$ cat config.mk
export PLATFORM = sky130hd
export DESIGN_NAME = integer_to_base_digits
export DESIGN_NICKNAME = d
export VERILOG_FILES = /design/src/hdl/ibd_pkg.sv /design/src/hdl/ibd_divider.sv /design/src/hdl/ibd_stack.sv /design/src/hdl/integer_to_base_digits.sv
export SDC_FILE = /design/constraint.sdc
export NUM_CORES = 1
export LEC_CHECK = 0
export BUFFER_PORTS_ARGS = -buffer_cell sky130_fd_sc_hd__buf_2
export CAP_MARGIN = 5
export CORE_UTILIZATION = 60
export CTS_BUF_LIST = sky130_fd_sc_hd__clkbuf_4
export DETAILED_ROUTE_END_ITERATION = 10
export PLACE_DENSITY = 0.79
export SETUP_SLACK_MARGIN = 0.1
export SKIP_LAST_GASP = 1
export SLEW_MARGIN = 20
export SYNTH_ARGS = -nofsm -noshare
export SYNTH_HDL_FRONTEND = slang
export SYNTH_SLANG_ARGS = --single-unit
$ cat constraint.sdc
create_clock -name clk_i -period 4.7 [get_ports clk_i]
set_clock_uncertainty 0.05 [all_clocks]
set_input_delay 0.235 -clock clk_i [delete_from_list [all_inputs] [get_ports clk_i]]
set_output_delay 0.235 -clock clk_i [all_outputs]
set_load 0.03 [all_outputs]
$ cat src/hdl/ibd_pkg.sv
// ----------------------------------------------------------------------------
// ibd_pkg
// Shared types, constants and helpers for the integer to base digits block.
// ----------------------------------------------------------------------------
package ibd_pkg;

  // width of the converted value
  localparam int VALUE_WIDTH = 32;
  // digit counter holds 0 .. VALUE_WIDTH
  localparam int CNT_W       = $clog2(VALUE_WIDTH + 1);
  // stack index and bit counter address 0 .. VALUE_WIDTH-1
  localparam int IDX_W       = $clog2(VALUE_WIDTH);

  localparam logic [7:0] CHAR_MINUS   = 8'h2D;
  localparam logic [7:0] CHAR_ZERO    = 8'h30;
  localparam logic [7:0] CHAR_ALPHA   = 8'h41;
  localparam logic [4:0] DEFAULT_BASE = 5'd10;
  localparam logic [7:0] MIN_BASE     = 8'd2;
  localparam logic [7:0] MAX_BASE     = 8'd16;

  typedef struct packed {
    logic signed [VALUE_WIDTH-1:0] value;
    logic        [7:0]             radix;
  } in_item_t;

  typedef struct packed {
    logic [7:0] character;
    logic       last;
  } out_item_t;

  // divider request and response
  typedef struct packed {
    logic                   start;
    logic [VALUE_WIDTH-1:0] dividend;
    logic [4:0]             divisor;
  } div_req_t;

  typedef struct packed {
    logic                   done;
    logic [VALUE_WIDTH-1:0] quotient;
    logic [3:0]             remainder;
  } div_rsp_t;

  // digit stack control
  typedef struct packed {
    logic       push;
    logic       pop;
    logic [3:0] digit;
  } stk_ctl_t;

  typedef enum logic [2:0] {
    ST_IDLE,
    ST_DIVIDE,
    ST_SIGN,
    ST_DIGITS,
    ST_ZERO
  } state_e;

  // ascii code of one digit value
  function automatic logic [7:0] digit_char(input logic [3:0] d);
    logic [7:0] c;
    if (d < 4'd10) begin
      c = CHAR_ZERO + {4'd0, d};
    end else begin
      c = CHAR_ALPHA + {4'd0, d - 4'd10};
    end
    return c;
  endfunction

endpackage

$ cat src/hdl/ibd_divider.sv
// ----------------------------------------------------------------------------
// ibd_divider
// Bit-serial restoring divider: one quotient bit per cycle by a small base.
// ----------------------------------------------------------------------------
module ibd_divider (
  input  logic              clk_i,
  input  logic              rst_ni,
  input  ibd_pkg::div_req_t req_i,
  output ibd_pkg::div_rsp_t rsp_o
);
  import ibd_pkg::*;

  logic                   busy_q, busy_d;
  logic                   done_q, done_d;
  logic [IDX_W-1:0]       cnt_q, cnt_d;
  logic [VALUE_WIDTH-1:0] quo_q, quo_d;
  logic [3:0]             rem_q, rem_d;
  logic [4:0]             dvs_q, dvs_d;
  logic [4:0]             trial;
  logic [4:0]             diff;
  logic                   fits;

  // one trial subtraction per cycle
  always_comb begin
    trial = {rem_q, quo_q[VALUE_WIDTH-1]};
    fits  = trial >= dvs_q;
    diff  = trial - dvs_q;
  end

  always_comb begin
    busy_d = busy_q;
    done_d = 1'b0;
    cnt_d  = cnt_q;
    quo_d  = quo_q;
    rem_d  = rem_q;
    dvs_d  = dvs_q;
    if (req_i.start) begin
      busy_d = 1'b1;
      cnt_d  = '0;
      quo_d  = req_i.dividend;
      rem_d  = '0;
      dvs_d  = req_i.divisor;
    end else if (busy_q) begin
      quo_d = {quo_q[VALUE_WIDTH-2:0], fits};
      rem_d = fits ? diff[3:0] : trial[3:0];
      cnt_d = cnt_q + IDX_W'(1);
      if (cnt_q == IDX_W'(VALUE_WIDTH - 1)) begin
        busy_d = 1'b0;
        done_d = 1'b1;
      end
    end
  end

  // control state
  always_ff @(posedge clk_i or negedge rst_ni) begin
    if (!rst_ni) begin
      busy_q <= 1'b0;
      done_q <= 1'b0;
      cnt_q  <= '0;
    end else begin
      busy_q <= busy_d;
      done_q <= done_d;
      cnt_q  <= cnt_d;
    end
  end

  // datapath
  always_ff @(posedge clk_i) begin
    quo_q <= quo_d;
    rem_q <= rem_d;
    dvs_q <= dvs_d;
  end

  assign rsp_o.done      = done_q;
  assign rsp_o.quotient  = quo_q;
  assign rsp_o.remainder = rem_q;

endmodule

$ cat src/hdl/ibd_stack.sv
// ----------------------------------------------------------------------------
// ibd_stack
// Digit stack: remainders pushed least significant first, popped in reverse.
// ----------------------------------------------------------------------------
module ibd_stack (
  input  logic                    clk_i,
  input  logic                    rst_ni,
  input  ibd_pkg::stk_ctl_t       ctl_i,
  output logic [ibd_pkg::CNT_W-1:0] count_o,
  output logic [3:0]              top_o
);
  import ibd_pkg::*;

  logic [3:0]       entry_q [VALUE_WIDTH];
  logic [CNT_W-1:0] count_q, count_d;
  logic [CNT_W-1:0] count_m1;

  assign count_m1 = count_q - CNT_W'(1);

  // fill level
  always_comb begin
    count_d = count_q;
    if (ctl_i.push) begin
      count_d = count_q + CNT_W'(1);
    end else if (ctl_i.pop) begin
      count_d = count_m1;
    end
  end

  always_ff @(posedge clk_i or negedge rst_ni) begin
    if (!rst_ni) begin
      count_q <= '0;
    end else begin
      count_q <= count_d;
    end
  end

  // storage, written at the fill level
  always_ff @(posedge clk_i) begin
    if (ctl_i.push) begin
      entry_q[count_q[IDX_W-1:0]] <= ctl_i.digit;
    end
  end

  assign count_o = count_q;
  assign top_o   = entry_q[count_m1[IDX_W-1:0]];

endmodule

$ cat src/hdl/integer_to_base_digits.sv
// ----------------------------------------------------------------------------
// integer_to_base_digits
// Converts a signed integer into ASCII digits of base 2 to 16 (else base 10).
// ----------------------------------------------------------------------------
// Each digit takes one full pass of the bit-serial divider over VALUE_WIDTH
//   bits, then one character per cycle while the output is not stalled.
// One item at a time: the input stalls until its last character is loaded.
// Zero skips the divider. The divider loop and output stalls set the item time.
// Reset clears the control state and the stack count; stack entries are not
// cleared.
module integer_to_base_digits (
  input  logic               clk_i,
  input  logic               rst_ni,
  input  logic               in_valid_i,
  output logic               in_stall_o,
  input  ibd_pkg::in_item_t  in_item_i,
  output logic               out_valid_o,
  input  logic               out_stall_i,
  output ibd_pkg::out_item_t out_item_o
);
  import ibd_pkg::*;

  state_e           state_q, state_d;
  logic             neg_q, neg_d;
  logic [4:0]       base_q, base_d;
  logic             out_valid_q, out_valid_d;
  out_item_t        out_q, out_d;

  div_req_t         div_req;
  div_rsp_t         div_rsp;
  stk_ctl_t         stk_ctl;
  logic [CNT_W-1:0] stk_count;
  logic [3:0]       stk_top;

  logic                   in_accept;
  logic                   slot_free;
  logic                   value_zero;
  logic [VALUE_WIDTH-1:0] value_u;
  logic [VALUE_WIDTH-1:0] magnitude;
  logic [4:0]             in_base;
  logic                   div_finished;
  logic                   load;
  out_item_t              load_item;

  ibd_divider u_divider (
    .clk_i  (clk_i),
    .rst_ni (rst_ni),
    .req_i  (div_req),
    .rsp_o  (div_rsp)
  );

  ibd_stack u_stack (
    .clk_i   (clk_i),
    .rst_ni  (rst_ni),
    .ctl_i   (stk_ctl),
    .count_o (stk_count),
    .top_o   (stk_top)
  );

  // input decode
  always_comb begin
    value_u    = in_item_i.value;
    value_zero = value_u == '0;
    magnitude  = value_u[VALUE_WIDTH-1] ? (VALUE_WIDTH'(0) - value_u) : value_u;
    in_base    = (in_item_i.radix >= MIN_BASE && in_item_i.radix <= MAX_BASE)
               ? in_item_i.radix[4:0] : DEFAULT_BASE;
  end

  assign in_stall_o   = state_q != ST_IDLE;
  assign in_accept    = in_valid_i && !in_stall_o;
  assign slot_free    = !out_valid_q || !out_stall_i;
  assign div_finished = (div_rsp.quotient == '0) ||
                        (stk_count == CNT_W'(VALUE_WIDTH - 1));

  // next state
  always_comb begin
    state_d = state_q;
    case (state_q)
      ST_IDLE: begin
        if (in_accept) begin
          state_d = value_zero ? ST_ZERO : ST_DIVIDE;
        end
      end
      ST_DIVIDE: begin
        if (div_rsp.done && div_finished) begin
          state_d = neg_q ? ST_SIGN : ST_DIGITS;
        end
      end
      ST_SIGN: begin
        if (slot_free) begin
          state_d = ST_DIGITS;
        end
      end
      ST_DIGITS: begin
        if (slot_free && stk_count == CNT_W'(1)) begin
          state_d = ST_IDLE;
        end
      end
      ST_ZERO: begin
        if (slot_free) begin
          state_d = ST_IDLE;
        end
      end
      default: state_d = ST_IDLE;
    endcase
  end

  // control outputs
  always_comb begin
    div_req.start     = 1'b0;
    div_req.dividend  = div_rsp.quotient;
    div_req.divisor   = base_q;
    stk_ctl.push      = 1'b0;
    stk_ctl.pop       = 1'b0;
    stk_ctl.digit     = div_rsp.remainder;
    load              = 1'b0;
    load_item         = '{character: CHAR_ZERO, last: 1'b1};
    neg_d             = neg_q;
    base_d            = base_q;
    case (state_q)
      ST_IDLE: begin
        div_req.dividend = magnitude;
        div_req.divisor  = in_base;
        if (in_accept) begin
          neg_d  = value_u[VALUE_WIDTH-1];
          base_d = in_base;
          div_req.start = !value_zero;
        end
      end
      ST_DIVIDE: begin
        if (div_rsp.done) begin
          stk_ctl.push  = 1'b1;
          div_req.start = !div_finished;
        end
      end
      ST_SIGN: begin
        load      = slot_free;
        load_item = '{character: CHAR_MINUS, last: 1'b0};
      end
      ST_DIGITS: begin
        load        = slot_free;
        stk_ctl.pop = slot_free;
        load_item   = '{character: digit_char(stk_top), last: stk_count == CNT_W'(1)};
      end
      ST_ZERO: begin
        load = slot_free;
      end
      default: begin
        load = 1'b0;
      end
    endcase
  end

  // output register
  always_comb begin
    out_valid_d = out_valid_q;
    out_d       = out_q;
    if (load) begin
      out_valid_d = 1'b1;
      out_d       = load_item;
    end else if (!out_stall_i) begin
      out_valid_d = 1'b0;
    end
  end

  always_ff @(posedge clk_i or negedge rst_ni) begin
    if (!rst_ni) begin
      state_q     <= ST_IDLE;
      neg_q       <= 1'b0;
      out_valid_q <= 1'b0;
    end else begin
      state_q     <= state_d;
      neg_q       <= neg_d;
      out_valid_q <= out_valid_d;
    end
  end

  always_ff @(posedge clk_i) begin
    base_q <= base_d;
    out_q  <= out_d;
  end

  assign out_valid_o = out_valid_q;
  assign out_item_o  = out_q;

endmodule

==> results of run 1 <==
[path summary, 6_finish.rpt]
kind	end	from	slack (ns)	depth (start not counted)
min in group clk_i	u_divider.quo_q[5]	in_item_i[13]	0.05	3
min	out_valid_o	rst_ni	0.05	2
min reg2reg	u_stack.count_o[5]	u_stack.count_o[5]	0.48	1
max in group asynchronous	u_stack.count_o[0]	rst_ni	4.23	2
max	u_divider.quo_q[28]	u_stack.count_o[0]	1.22	8
max reg2reg	u_divider.quo_q[28]	u_stack.count_o[0]	1.22	8
[area by class of cell]
class,count,area share (%)
flip-flops and latches,200,56.4
multi-input cells,428,31.9
repair buffers,88,5.71
well taps,211,2.53
clock inverters,15,1.55
clock buffers,17,1.22
inverters,19,0.684
diodes,1,0.0240
[through the flow]
step                      hold slack, ns  power (mW)  util [%]  instance area, um2  cells
after floorplan                   -0.111        4.49         -                9440    682
after global placement             0.146        5.03      64.7                9870    919
after detailed placement           0.151        5.15      64.7                9870    919
after CTS                       0.000915        6.04      68.3               10400    977
after global routing              0.0258        6.35      68.4               10400    979
final                             0.0454        6.03      68.4               10400    979
[repair_timing]
action,in CTS,in global routing
hold endpoints to repair,42,1
hold buffers,26,1
resized for setup,0,0
[critical path, cell delays in order, from the launching register on]
cell and delay [ns]:
sky130_fd_sc_hd__dfrtp_2 0.39, sky130_fd_sc_hd__buf_4 0.57, sky130_fd_sc_hd__ha_1 0.32, sky130_fd_sc_hd__inv_1 0.06, sky130_fd_sc_hd__o32ai_1 0.30, sky130_fd_sc_hd__or2_2 0.58
sky130_fd_sc_hd__nand2_1 0.13, sky130_fd_sc_hd__nand2_1 0.39, sky130_fd_sc_hd__buf_4 0.37
[power by group]
part | total [mW] | internal (mW) | switching [mW]
sequential | 2.68 | 2.44 | 0.238
combinational | 2.46 | 1.05 | 1.41
clock | 0.893 | 0.286 | 0.607
total | 6.03 | 3.77 | 2.26
[cells by family (layout without fill, tap and decap cells)]
kind of cell / after synthesis / count (layout) / share of synthesized area, %
flip-flops: 200 / 200 / 62.2
other: 1 / 2 / 0.0397
multiplexers: 60 / 60 / 10.7
AND/OR/NAND/NOR: 194 / 194 / 10.5
adder cells (fa/ha/maj): 16 / 16 / 2.20
XOR/XNOR: 43 / 43 / 4.07
AO/OA/AOI/OAI: 114 / 114 / 7.71
buffers and inverters: 54 / 139 / 2.53
[sequential cells by signal, indices dropped and copies added (netlist names)]
signal / flops
base_q: 5
neg_q: 1
out_item_o: 8
out_valid_o: 1
state_q: 3
u_divider.busy_q: 1
u_divider.cnt_q: 5
u_divider.done_q: 1
u_divider.dvs_q: 5
u_divider.quo_q: 32
u_divider.rem_q: 4
u_stack.count_o: 6
u_stack.entry_q: 128
[cell usage in the layout, fill, tap and decap left out, types with 5 or more instances in the layout]
cell type and instances:
sky130_fd_sc_hd__edfxtp_1 178, sky130_fd_sc_hd__buf_2 53, sky130_fd_sc_hd__nor2_1 50, sky130_fd_sc_hd__o21ai_0 48, sky130_fd_sc_hd__nand3_1 38, sky130_fd_sc_hd__nand2_1 36
sky130_fd_sc_hd__mux4_2 32, sky130_fd_sc_hd__xor2_1 31, sky130_fd_sc_hd__dlygate4sd3_1 27, sky130_fd_sc_hd__mux2i_1 21, sky130_fd_sc_hd__inv_1 19, sky130_fd_sc_hd__clkbuf_4 17
sky130_fd_sc_hd__dfrtp_1 17, sky130_fd_sc_hd__ha_1 15, sky130_fd_sc_hd__a21oi_1 13, sky130_fd_sc_hd__nor4_1 12, sky130_fd_sc_hd__o21ai_1 12, sky130_fd_sc_hd__xnor2_1 11
sky130_fd_sc_hd__nand2b_1 10, sky130_fd_sc_hd__o31ai_1 9, sky130_fd_sc_hd__buf_4 8, sky130_fd_sc_hd__nand4_1 7, sky130_fd_sc_hd__mux2_2 7, sky130_fd_sc_hd__nor3_1 6
sky130_fd_sc_hd__or2_2 5, sky130_fd_sc_hd__inv_8 5
[per-layer routing]
layer  track usage, %  part of all wire [%]
met4             6.79                   1.4
met1             29.9                    41
met3             4.86                   4.6
met5                0                     0
met2             43.3                    53
==> flow_summary.toml, run 1 <==
[route]
drt_wl_total_um = 18300
remaining_drc_errors = 0
antenna_violating_nets_remaining = 0
route.vias.total = 5822
detail_route.vias_per_cell = 5.95
drtIter0Drc = 428
drtPass1Iterations = 4
wire_per_inst_um = 18.7

[final_layout]
seq_area_um2 = 5880
area_growth_syn_to_layout_pct = 10.5
fillCellCount = 1050
drive_gt1_share_pct = 19.9
multi_input_area_um2 = 3330
layout.nets = 814

[timing]
pins_over_slew_limit = 0
max_slew.worst_pin.slew_ns = 0.950
period_minus_slack_ns = 3.48
timing.final.ws_setup_ns = 1.22
max_freq_ghz = 0.288
setup-tns-final_ns = 0
setup_repair_after_global_routing_missed_its_margin = "no"
post-route-period-util_pct = 74.0
report.final.hold_viol_count = 0
timing.max_slew.rel_slack_pct = 36.2
final-setup-viol-count = 0

[setup_path]
startpoint_type = "register"
critical_path_required_ns = 4.93
crit_type = "register to register"
critical_path.max_fanout = 41
critPathArrivalTime_ns = 3.71
crit_path_end_kind = "register"

[cts]
cts_tree = "done"
clk_pin_slew_ns = 0.16
clock_insertion_delay_worst_skew_ns = 0.58
clock_sink_count = 200
clock_tree.htree_level_count = 4
tritoncts.num_buffers = 17
post-cts-setup-buffers = 0
cts_buffer_depth = 2
cts.root.buffer_cell = "sky130_fd_sc_hd__clkbuf_4"

[grt]
grt_first_pass_wirelength_um = 29700
overflow = 0
grt_start_max_net_pins = 67
grt.total_usage_pct = 24.2
first_global_vias = 5912
antenna_violations_before_repair = 1

[placed_design]
portBuffers = 53
dp_slack_ns = 1.20
globalplace.congestion = 0.877
dp_hpwl_um = 12600

[logic_synthesis]
yosysUniqueCellTypes = 64
syn_avg_cell_area_um2 = 13.8
synth.largest_area_cell = "sky130_fd_sc_hd__edfxtp_1"
synth_top_flop_cell = "sky130_fd_sc_hd__edfxtp_1"
synth.net_count = 742
synth_common_cells = "178 x sky130_fd_sc_hd__edfxtp_1, 50 x sky130_fd_sc_hd__nor2_1, 48 x sky130_fd_sc_hd__o21ai_0"
synth_top_cells_by_area = "sky130_fd_sc_hd__edfxtp_1 57%, sky130_fd_sc_hd__mux4_2 7.6%, sky130_fd_sc_hd__dfrtp_1 4.8%"
post_synth_inst_count = 682
async_flop_share_pct = 9.00
synth_seq_area_share_pct = 62.2
synth_area_um2 = 9440
yosysTopAreaCellShare_pct = 56.6
synth-edff-count = 178
synth.ff_latch_count = 200
ys.warnings.count = 0
synth_most_common_cell = "sky130_fd_sc_hd__edfxtp_1"

[power]
vdd_ir_drop_max_uv = 309
power_density_nw_per_um2 = 578
lkg_pwr_nw = 3.66

[hold_path]
timing.hold.worst.class = "primary input to async pin"

[die]
floorplan.initialDensity_pct = 61.9
design.core.area_um2 = 15300
floorplan.io_pins = 55
die-area_um2 = 16200
chipWidth_um = 127
floorplan.rows = 45
y_dimension_of_the_die_um = 127

[flow_run]
maxCapViolCount = 0

[run_status]
status = "finished clean"
Note: power is estimated with default switching activity, not from simulation.
==> run 2: changes to the inputs <==
--- a/config.mk
+++ b/config.mk
@@ -5,12 +5,13 @@
 export SDC_FILE = /design/constraint.sdc
 export NUM_CORES = 1
 export LEC_CHECK = 0
+export ABC_AREA = 1
 export BUFFER_PORTS_ARGS = -buffer_cell sky130_fd_sc_hd__buf_2
 export CAP_MARGIN = 5
-export CORE_UTILIZATION = 60
+export CORE_UTILIZATION = 57
 export CTS_BUF_LIST = sky130_fd_sc_hd__clkbuf_4
 export DETAILED_ROUTE_END_ITERATION = 10
-export PLACE_DENSITY = 0.79
+export PLACE_DENSITY = 0.78
 export SETUP_SLACK_MARGIN = 0.1
 export SKIP_LAST_GASP = 1
 export SLEW_MARGIN = 20
==> constraint.sdc (replaced) <==
create_clock -name clk_i -period 3.1 [get_ports clk_i]
set_clock_uncertainty 0.05 [all_clocks]
set_input_delay 0.155 -clock clk_i [delete_from_list [all_inputs] [get_ports clk_i]]
set_output_delay 0.155 -clock clk_i [all_outputs]
set_load 0.03 [all_outputs]
==> flow_summary.toml, run 2 <==
[route]
remaining_drc_errors = 0
detail_route.vias_per_cell = 5.65
drtIter0Drc = 730
wire_per_inst_um = 16.7
antenna_violating_nets_remaining = 0
drtPass1Iterations = 7
route.vias.total = 7845
drt_wl_total_um = 23200

[power]
combPwrFrac_pct = 46.5
vdd_ir_drop_max_uv = 552
power.share.switching_pct = 42.6
internal_power_mw = 5.99
lkg_pwr_nw = 4.62
p_sw_mw = 4.45
clockPowerShare_pct = 15.5
power_density_nw_per_um2 = 933
seq_power_share_pct = 37.9

[final_layout]
largest_reg_flops = 128
mostFrequentLayoutCell = "sky130_fd_sc_hd__nand2_1"
fillCellCount = 1350
mostFrequentLayoutCells = "266 x sky130_fd_sc_hd__nand2_1, 178 x sky130_fd_sc_hd__edfxtp_1, 132 x sky130_fd_sc_hd__nand3_1"
layout.nets = 1210
area_growth_syn_to_layout_pct = 11.5
drive_gt1_share_pct = 11.8
final_area_um2 = 11200

[timing]
post-route-period-util_pct = 88.1
timing.final.ws_setup_ns = 0.369
pins_over_slew_limit = 0
setup-tns-final_ns = 0
max_freq_ghz = 0.366
fin_hold_ws_ns = 0.0460
final-setup-viol-count = 0
report.final.hold_viol_count = 0
period_minus_slack_ns = 2.73
timing.max_slew.rel_slack_pct = 37.0
setup_repair_after_global_routing_missed_its_margin = "no"
max_slew.worst_pin.slew_ns = 0.942

[logic_synthesis]
synth_top_flop_cell = "sky130_fd_sc_hd__edfxtp_1"
synth.ff_latch_count = 200
muxShareOfSynthArea_pct = 0
yosysTopAreaCellShare_pct = 53.2
syn_avg_cell_area_um2 = 9.44
synth_area_um2 = 10000
synth-edff-count = 178
ys.warnings.count = 0
synth.net_count = 1123
synth_most_common_cell = "sky130_fd_sc_hd__nand2_1"
synth_top_family_by_area = "simple AND/OR/NAND/NOR gates"
synth_xor_area_share_pct = 2.62
synth.largest_area_cell = "sky130_fd_sc_hd__edfxtp_1"
synth_top_cells_by_area = "sky130_fd_sc_hd__edfxtp_1 53%, sky130_fd_sc_hd__nand2_1 9.9%, sky130_fd_sc_hd__nand3_1 6.6%"
synth_common_cells = "266 x sky130_fd_sc_hd__nand2_1, 178 x sky130_fd_sc_hd__edfxtp_1, 132 x sky130_fd_sc_hd__nand3_1"
yosysUniqueCellTypes = 46
post_synth_and_or_nand_nor_area_fraction_pct = 24.2
synth_compound_gate_area_share_pct = 5.97
synth_adder_area_share_pct = 2.07
async_flop_share_pct = 9.00
post_synth_inst_count = 1063
synth_seq_area_share_pct = 58.5

[setup_path]
startpoint_type = "register"
critPathArrivalTime_ns = 3.05
crit_type = "register to register"
crit_path_end_kind = "register"
critical_path_required_ns = 3.42
worst-r2r-cell-count = 15
reg_to_reg_startpoint = "u_stack.count_o[1]"
ff2ff_setup_slack_ns = 0.37
critical_path.max_fanout = 16
endpoint_of_the_most_critical_register_to_register_path = "out_item_o[3]"

[die]
design.core.area_um2 = 17200
floorplan.io_pins = 55
floorplan.rows = 48
die-area_um2 = 18100
y_dimension_of_the_die_um = 135
chipWidth_um = 135
floorplan.initialDensity_pct = 58.2

[placed_design]
globalplace.congestion = 0.937
portBuffers = 53
dp_hpwl_um = 15300
placement.cell_area_um2 = 10500
dp_slack_ns = 0.409

[cts]
clock_tree.htree_level_count = 4
post_cts_resized = 0
cts_tree = "done"
clock_sink_count = 200
clk_pin_slew_ns = 0.15
cts_buffer_depth = 2
clock_insertion_delay_worst_skew_ns = 0.62
cts.root.buffer_cell = "sky130_fd_sc_hd__clkbuf_4"
tritoncts.num_buffers = 17

[hold_path]
hold_start = "in_item_i[9]"
min_path_cells = 5
hold_path_end = "u_divider.quo_q[1]"
timing.hold.worst.class = "primary input to register"

[grt]
grt.total_usage_pct = 26.9
grt_start_max_net_pins = 70
overflow = 0
antenna_violations_before_repair = 0
grt_first_pass_wirelength_um = 37000
first_global_vias = 7566

[run_status]
status = "finished clean"

[flow_run]
maxCapViolCount = 0
==> run 2: changes by cell type after synthesis, moves of 12 or more <==
cell,change
sky130_fd_sc_hd__nand3_1,+94
sky130_fd_sc_hd__nor4_1,-12
sky130_fd_sc_hd__clkbuf_1,-15
sky130_fd_sc_hd__nor2_1,+70
sky130_fd_sc_hd__mux4_2,-32
sky130_fd_sc_hd__inv_1,+85
sky130_fd_sc_hd__nand2_1,+229
sky130_fd_sc_hd__mux2i_1,-21
==> run 2: how the worst max path moves through the flow <==
| stage | from | end | slack [ns] |
|---|---|---|---|
| floorplan | u_stack.count_o[0] | out_item_o[3] | 0.23 |
| global placement | u_stack.count_o[0] | out_item_o[3] | 0.46 |
| detailed placement | u_stack.count_o[1] | out_item_o[3] | 0.41 |
| CTS | u_stack.count_o[1] | out_item_o[3] | 0.42 |
| global route | u_stack.count_o[1] | out_item_o[3] | 0.16 |
| finish | u_stack.count_o[1] | out_item_o[3] | 0.37 |
==> run 2: layout make-up <==
cell class / instances / area [um2] / share of cell area (%)
clock buffers: 18 / 135 / 1.21
inverters: 112 / 420 / 3.76
diodes: 1 / 2.50 / 0.0224
clock inverters: 14 / 219 / 1.96
repair buffers: 105 / 756 / 6.75
flip-flops and latches: 200 / 5880 / 52.5
multi-input cells: 714 / 3500 / 31.3
well taps: 225 / 282 / 2.51
==> run 2: per-stage QoR <==
stage	cells	utilization [%]	power [mW]
finish	1389	65.0	10.4
global route	1388	64.9	11.1
CTS	1388	64.9	10.4
detailed placement	1321	60.9	8.77
global placement	1321	60.9	8.63
floorplan	1063	-	7.49
==> run 2: cell families after synthesis <==
family / after synthesis
and+or+nand+nor: 565
DFF: 200
buffers and inverters: 149
AOI/OAI and AO/OA: 102
xor gates and xnor gates: 30
adders and majority gates: 16
other: 1
==> run 2: worst max-delay path, stage by stage (launching register included) <==
cell                      delay, ns
sky130_fd_sc_hd__dfrtp_1       0.44
sky130_fd_sc_hd__inv_1         0.18
sky130_fd_sc_hd__ha_1          0.23
sky130_fd_sc_hd__inv_1         0.08
sky130_fd_sc_hd__nand2_1       0.08
sky130_fd_sc_hd__nand2_2       0.15
sky130_fd_sc_hd__inv_2         0.28
sky130_fd_sc_hd__nand3_1       0.12
sky130_fd_sc_hd__nand3_1       0.09
sky130_fd_sc_hd__nand2_1       0.06
sky130_fd_sc_hd__nand2_1       0.10
sky130_fd_sc_hd__nand2_2       0.08
sky130_fd_sc_hd__ha_1          0.29
sky130_fd_sc_hd__xnor2_1       0.13
sky130_fd_sc_hd__nand3_1       0.08
sky130_fd_sc_hd__nand3_1       0.07
==> run 2: power by group through the flow <==
stage                     clock, mW  combinational (mW)  sequential (mW)
after floorplan                   0                3.29             4.20
after global placement            0                4.64             3.99
after detailed placement          0                4.75             4.02
after CTS                      1.63                4.82             3.95
after global routing           1.72                5.40             4.00
final                          1.62                4.86             3.96
==> run 2: what timing repair did <==
action / in CTS / in global routing
buffers inserted: 0 / 0
hold buffers: 35 / 0
endpoints found under the hold margin: 59 / 0
==> run 2: per-layer routing <==
layer / wire length [um] / track usage, % / vias up
met5: 0 / 0 / -
met1: 9250 / 33.3 / 3670
met4: 897 / 13.8 / 0
met2: 11400 / 44.9 / 342
met3: 1570 / 5.48 / 82
li1: - / - / 3751
